**config.mk**
```make
export PLATFORM = sky130hd
export DESIGN_NAME = ppu_ctrl
export DESIGN_NICKNAME = d
export VERILOG_FILES = /design/src/sv/ppu_pkg.sv /design/src/sv/ppu_ctrl.sv
export SDC_FILE = /design/constraint.sdc
export NUM_CORES = 1
export LEC_CHECK = 0
export ABC_AREA = 1
export CAP_MARGIN = 20
export CORE_AREA = 2 2 56 58
export CTS_BUF_LIST = sky130_fd_sc_hd__clkbuf_4 sky130_fd_sc_hd__clkbuf_8 sky130_fd_sc_hd__clkbuf_16
export CTS_CLUSTER_DIAMETER = 150
export DETAILED_ROUTE_END_ITERATION = 10
export DIE_AREA = 0 0 58 60
export DONT_BUFFER_PORTS = 1
export GPL_TIMING_DRIVEN = 0
export PLACE_DENSITY = 0.64
export SETUP_SLACK_MARGIN = 0.05
export SYNTH_ARGS = -nofsm -noshare
export SYNTH_HDL_FRONTEND = slang
export SYNTH_SLANG_ARGS = --single-unit
```
**constraint.sdc**
```tcl
create_clock -name clk -period 1.6 [get_ports clk]
set_input_delay 0.24 -clock clk [delete_from_list [all_inputs] [get_ports clk]]
set_output_delay 0.24 -clock clk [all_outputs]
set_load 0.1 [all_outputs]
```
**src/sv/ppu_pkg.sv**
```systemverilog
// Shared types, codes and arithmetic helpers for the particle pool update block.
`timescale 1ns / 1ps
package ppu_pkg;

	localparam int POOL_SLOTS_DEF = 1024;
	localparam logic [31:0] LIFE_RESET = 32'h0001_0000;

	localparam logic [1:0] CMD_INSERT = 2'd0;
	localparam logic [1:0] CMD_REMOVE = 2'd1;
	localparam logic [1:0] CMD_TICK   = 2'd2;
	localparam logic [1:0] CMD_UNUSED = 2'd3;

	localparam logic [1:0] REG_ACCEL_X   = 2'd0;
	localparam logic [1:0] REG_ACCEL_Y   = 2'd1;
	localparam logic [1:0] REG_ACCEL_Z   = 2'd2;
	localparam logic [1:0] REG_LIFE_SPAN = 2'd3;

	typedef logic [2:0][31:0] vec3_t;

	typedef enum logic [4:0] {
		OP_NONE,
		OP_CLR,
		OP_LOAD,
		OP_INS1,
		OP_INS2,
		OP_INS3,
		OP_RM_RD,
		OP_RM_CHK,
		OP_UNL1,
		OP_UNL2,
		OP_UNL3,
		OP_TK_RD,
		OP_TK_MUL1,
		OP_TK_VADD,
		OP_TK_MUL2,
		OP_TK_PADD,
		OP_TK_NEXT,
		OP_RES_OK,
		OP_RES_FAIL
	} op_t;

	typedef struct packed {
		logic free_nil;
		logic cur_nil;
		logic rm_ok;
		logic expired;
		logic clr_last;
		logic out_free;
	} ppu_stat_t;

	// Signed 32-bit plus signed 33-bit, clamped to the signed 32-bit range.
	function automatic logic [31:0] sat_add(input logic signed [31:0] a,
		input logic signed [32:0] b);
		logic signed [33:0] s;
		s = 34'(a) + 34'(b);
		if (!s[33] && (s[32:31] != 2'b00)) begin
			return 32'h7FFF_FFFF;
		end else if (s[33] && (s[32:31] != 2'b11)) begin
			return 32'h8000_0000;
		end else begin
			return s[31:0];
		end
	endfunction

endpackage

```
**src/sv/ppu_ctrl.sv**
```systemverilog
// Sequencer for the particle pool: one-hot state machine issuing datapath operations.
`timescale 1ns / 1ps
module ppu_ctrl import ppu_pkg::*; (
	input  logic      clk,
	input  logic      arst_n,
	input  logic      in_valid,
	input  logic [1:0] cmd,
	output logic      in_stall,
	input  ppu_stat_t stat,
	output op_t       op
);

	typedef enum logic [18:0] {
		S_CLEAR     = 19'h00001,
		S_IDLE      = 19'h00002,
		S_INS1      = 19'h00004,
		S_INS2      = 19'h00008,
		S_INS3      = 19'h00010,
		S_RM_RD     = 19'h00020,
		S_RM_CHK    = 19'h00040,
		S_UNL1      = 19'h00080,
		S_UNL2      = 19'h00100,
		S_UNL3      = 19'h00200,
		S_TK_RD     = 19'h00400,
		S_TK_MUL1   = 19'h00800,
		S_TK_VADD   = 19'h01000,
		S_TK_MUL2   = 19'h02000,
		S_TK_PADD   = 19'h04000,
		S_TK_DEC    = 19'h08000,
		S_TK_NEXT   = 19'h10000,
		S_DONE_OK   = 19'h20000,
		S_DONE_FAIL = 19'h40000
	} state_t;

	state_t state_q, state_d;
	logic   tick_q;

	assign in_stall = (state_q != S_IDLE);

	always_comb begin
		state_d = state_q;
		op      = OP_NONE;
		case (state_q)
			S_CLEAR: begin
				op = OP_CLR;
				if (stat.clr_last) state_d = S_IDLE;
			end
			S_IDLE: begin
				if (in_valid) begin
					op = OP_LOAD;
					case (cmd)
						CMD_INSERT: state_d = stat.free_nil ? S_DONE_FAIL : S_INS1;
						CMD_REMOVE: state_d = S_RM_RD;
						CMD_TICK:   state_d = S_TK_RD;
						default:    state_d = S_DONE_FAIL;
					endcase
				end
			end
			S_INS1: begin
				op = OP_INS1;
				state_d = S_INS2;
			end
			S_INS2: begin
				op = OP_INS2;
				state_d = S_INS3;
			end
			S_INS3: begin
				op = OP_INS3;
				state_d = S_DONE_OK;
			end
			S_RM_RD: begin
				op = OP_RM_RD;
				state_d = S_RM_CHK;
			end
			S_RM_CHK: begin
				op = OP_RM_CHK;
				state_d = stat.rm_ok ? S_UNL1 : S_DONE_FAIL;
			end
			S_UNL1: begin
				op = OP_UNL1;
				state_d = S_UNL2;
			end
			S_UNL2: begin
				op = OP_UNL2;
				state_d = S_UNL3;
			end
			S_UNL3: begin
				op = OP_UNL3;
				state_d = tick_q ? S_TK_NEXT : S_DONE_OK;
			end
			S_TK_RD: begin
				if (stat.cur_nil) begin
					state_d = S_DONE_OK;
				end else begin
					op = OP_TK_RD;
					state_d = S_TK_MUL1;
				end
			end
			S_TK_MUL1: begin
				op = OP_TK_MUL1;
				state_d = S_TK_VADD;
			end
			S_TK_VADD: begin
				op = OP_TK_VADD;
				state_d = S_TK_MUL2;
			end
			S_TK_MUL2: begin
				op = OP_TK_MUL2;
				state_d = S_TK_PADD;
			end
			S_TK_PADD: begin
				op = OP_TK_PADD;
				state_d = S_TK_DEC;
			end
			S_TK_DEC: begin
				state_d = stat.expired ? S_UNL1 : S_TK_NEXT;
			end
			S_TK_NEXT: begin
				op = OP_TK_NEXT;
				state_d = S_TK_RD;
			end
			S_DONE_OK: begin
				if (stat.out_free) begin
					op = OP_RES_OK;
					state_d = S_IDLE;
				end
			end
			S_DONE_FAIL: begin
				if (stat.out_free) begin
					op = OP_RES_FAIL;
					state_d = S_IDLE;
				end
			end
			default: begin
				state_d = S_IDLE;
			end
		endcase
	end

	always_ff @(posedge clk or negedge arst_n) begin
		if (!arst_n) begin
			state_q <= S_CLEAR;
			tick_q  <= 1'b0;
		end else begin
			state_q <= state_d;
			if (op == OP_LOAD) tick_q <= (cmd == CMD_TICK);
		end
	end

endmodule

```
Word-level counts from Yosys, hierarchy flattened
Cells that the tools add are included.

storage, ports and cells
  flip-flop bits (word level) = 20
  bits of input ports = 11
  word-level logic and storage cells = 46

cells by class
  equality and inequality tests = 26
  multiplexer cells = 15
  reductions and logical operators = 3

operator list
  kind                    number
  $pmux W19 S18           1
  $mux W19                5
  $pmux W5 S18            1
  $pmux W19 S3            1
  $mux W18                2
  $eq A19 B1 Y1 const B   1
  $eq A19 B10 Y1 const B  1
  $eq A19 B11 Y1 const B  1
  $eq A19 B12 Y1 const B  1
  $eq A19 B13 Y1 const B  1
  $eq A19 B14 Y1 const B  1
  $eq A19 B15 Y1 const B  1
  $eq A19 B16 Y1 const B  1
  $eq A19 B17 Y1 const B  1
  $eq A19 B18 Y1 const B  1
  $eq A19 B19 Y1 const B  1
  $eq A19 B2 Y1 const B   1
  $eq A19 B3 Y1 const B   1
  $eq A19 B4 Y1 const B   1
  $eq A19 B5 Y1 const B   1
  $eq A19 B6 Y1 const B   1
  $eq A19 B7 Y1 const B   1
  $eq A19 B8 Y1 const B   1
  $eq A19 B9 Y1 const B   1
  other kinds (13)        15

Longest topological paths before layout
  depth after elaboration = 4
  depth in mapped cells = 11
  gate-level depth less buffers = 11

Least setup slack after synthesis
No wires, ideal clock.

  kind = register -> output
  from = reg state_q[5]
  to = out op[1]
  arrival time = 2.286 ns
  data required time = 1.360 ns
  slack = -0.926 ns
  cell stages (with the launch flop) = 8
  cell sequence = dfrtp_1 nor2_2 nand2_2 nor2_8 nand3_4 inv_1 nand2_1 nand4_1

between the ends
  cells in the longest elaborated chain, start to end = 2

RTL lines
  item                                          line             source
  start, declared                               ppu_ctrl.sv:35   state_t state_q, state_d;
  start signal, assigned                        ppu_ctrl.sv:145  state_q <= state_d;
  $eq A19 B19 Y1, or another cell as far along  ppu_ctrl.sv:43   case (state_q)
  $pmux W5 S18 *                                ppu_ctrl.sv:43
  end, declared                                 ppu_ctrl.sv:10   output op_t op

Every way passes the cells marked *; elsewhere a longest branch is shown, timed or not.

Final worst setup path
  from = reg state_q[18]
  to = out op[1]

Same word-level chain as after synthesis.

==> key figures <==
Power and ir drop
  – Pwr/cell area: about 1900 nW/um^2
  – VDD IR max: 1.771 mV
  – Leak Pwr: 1.060 nW
  – Final Power: 3.842 mW

Floorplan
  – Row count: 20
  – Die area: 3480 um^2
  – Die W: 58 um
  – Ports: 17
  – Initial Util: 0.5194
  – Die H: 60 um
  – Core area: approximately 2900 um^2

Worst setup path
  – CP Capture Type: output pin
  – CP required: 1.36 ns
  – CP Max Fanout: 4
  – CP arrival: 2.04 ns
  – Crit Path Class: reg -> out
  – Critical path launch point type: flip-flop

Global routing
  – Vias in the first global route: 1374
  – Initial antenna violation count: 0
  – Tot GR Track Use: 0.2386
  – Global-route wire length before repair: 6.078 mm
  – Gr ovfl total: 0
  – Largest net degree at the start of global routing: 21

Timing
  – Final cycle utilization of the critical path: 1.426
  – Worst Slack Setup Final: -0.6814 ns
  – Setup TNS Final: -4.890 ns
  – Slew headroom: 0.3891
  – Worst-Margin Slew: approximately 0.91 ns
  – Setup Skew: 0.01310 ns
  – Final hold slack: -0.01163 ns
  – Final Hold Vio Count: 1
  – Crit path time final: 2.281 ns
  – RSZ-0062 raised after global routing: yes
  – Fmax achieved: 438.3 MHz
  – Fin. max-slew vios: 0
  – Final setup vio count: 13

Routing
  – Avg WL per Cell: 14.30 um
  – Drc violations: 0
  – Antenna viol nets, final: 0
  – Vias per Instance: 5.280
  – Final WL: roughly 3.9 mm
  – Drt pass-1 iters: 4
  – Initial DRC count: between 50 and 60
  – Via count: 1431

Placed design
  – Port bufs: 0
  – DP HPWL: 2.849 mm
  – Placed cell areas: 1668 um^2
  – Post-place setup slack: -0.4936 ns
  – Gpl congestion: 0.8944

Clocking
  – CTS tree: done
  – Clock tree buffer depth: 2
  – Clock root cell: clkbuf_4
  – H-Tree Depth: 1
  – Cts-stage hold buffer count: 1
  – CTS buffer count: 3
  – Clk Latency, worst-skew pair: 0.32 ns
  – Sinks on Clock Net: 20
  – Reg clk slew, reported paths: 0.12 ns

Finish
  – Register area: around 500 um^2
  – Post-route cell area: 1991 um^2
  – ANT cells: 0
  – Filler cell count in the final layout: 265
  – Final Core Density: 0.6858
  – Final nets: 250
  – Most frequent cells in the layout: 36 x inv_1, 32 x nand2_1, 20 x nor2_1
  – Leading cell type in the layout, fill and taps excluded: inv_1
  – Area grow syn2layout: 32.03%
  – Multi-input gate area: ~1000 um^2
  – Share of cells above drive strength 1: 0.4034

Synthesis
  – #FFs+latches synth: 20
  – Post-Synthesis Cells: ~220
  – Syn nets: 226
  – Syn_area_per_cell: 7.013 um^2
  – Synth cell types: 25
  – Seq/Total Area, Yosys: 0.3328
  – YS warnings: 0
  – Mapped Area: ~1500 um^2

Min path
  – Hold/Removal Path Class: in -> reg

Run status
  – Status: finished, violations left
  – Failing checks: negative hold slack, negative setup slack

Run
  – Max-cap check violation count: 0
==> worst max-delay path, stage by stage (launching register included) <==
cell and delay [ns]:
dfrtp_2 0.45, nor2_4 0.12, nand2_4 0.10, nor2_8 0.15, nand3_4 0.33, inv_4 0.18, nand2_4 0.06, nand4_1 0.11
buf_12 0.19
==> logic make-up (layout without fill, tap and decap cells) <==
| kind of cell | after synthesis | count (layout) | share of synthesized area |
|---|---|---|---|
| and+or+nand+nor | 135 | 135 | 0.4996 |
| DFF | 20 | 20 | 0.3328 |
| buffers and inverters | 46 | 69 | 0.1145 |
| AOI/OAI and AO/OA | 14 | 14 | 0.05311 |
==> metal layers <==
metal / vias to the layer above / routed length [um] / global-route usage
met5: - / 0 / 0
met1: 671 / 1708 / 0.3094
met3: 9 / 150 / 0.03247
met2: 39 / 1935 / 0.4156
li1: 712 / - / -
met4: 0 / 78 / 0.06977
==> through the flow <==
step                cells  hold slack, ns
floorplan             215        -0.05559
global placement      248        -0.05503
detailed placement    250        -0.05506
CTS                   267       0.0008705
global route          271        -0.02843
finish                271        -0.01163
==> path summary, 6_finish.rpt <==
check                       startpoint           to  slack (ns)  depth (start not counted)
max in group asynchronous       arst_n  state_q[18]        0.51                          1
min in group asynchronous       arst_n   state_q[5]        0.49                          1
setup reg to reg           state_q[18]       tick_q       -0.33                         10
hold / removal                 stat[4]  state_q[11]       -0.01                          1
hold reg to reg                 tick_q       tick_q        0.58                          2
setup / recovery           state_q[18]        op[1]       -0.68                          8
==> final cells by class <==
cell class | count | area share
clock buffers | 4 | 0.01823
multi-input cells | 149 | 0.5255
well taps | 33 | 0.02074
flip-flops and latches | 20 | 0.2527
repair buffers | 19 | 0.09491
inverters | 46 | 0.08799
==> synthesized netlist by cell type <==
cell type / count / area [um^2]
a21oi_1: 4 / 20.02
a21oi_2: 1 / 8.760
a31oi_1: 1 / 6.260
and2_1: 1 / 6.260
dfrtp_1: 19 / 475.5
dfstp_2: 1 / 26.28
inv_1: 39 / 146.4
inv_2: 7 / 26.28
nand2_1: 37 / 138.9
nand2_2: 10 / 62.56
nand2_4: 2 / 22.52
nand3_1: 14 / 70.07
nand3_2: 6 / 60.06
nand3_4: 1 / 17.52
nand3b_2: 1 / 11.26
nand4_1: 4 / 25.02
nor2_1: 34 / 127.6
nor2_2: 4 / 25.02
nor2_4: 1 / 11.26
nor2_8: 5 / 100.1
nor3_1: 15 / 75.07
o21ai_0: 3 / 15.01
o21ai_1: 3 / 15.01
o21ai_2: 1 / 8.760
o22ai_1: 1 / 6.260
==> registers in the layout (all words and copies together), names as in the netlist <==
signal,flops
tick_q,1
state_q,19
==> report_power, final <==
part | total [mW] | internal, mW | switching [mW]
logic | 2.89 | 0.979 | 1.91
registers | 0.642 | 0.577 | 0.0654
clock network | 0.307 | 0.139 | 0.167
total | 3.84 | 1.70 | 2.15
==> repair_timing <==
item	CTS	global route
resized for setup	21	16
setup endpoints to repair	13	13
pin swaps	12	5
buffers inserted	12	4
endpoints found under the hold margin	20	1
cloned	0	0
Note: power is estimated with default switching activity, not from simulation.
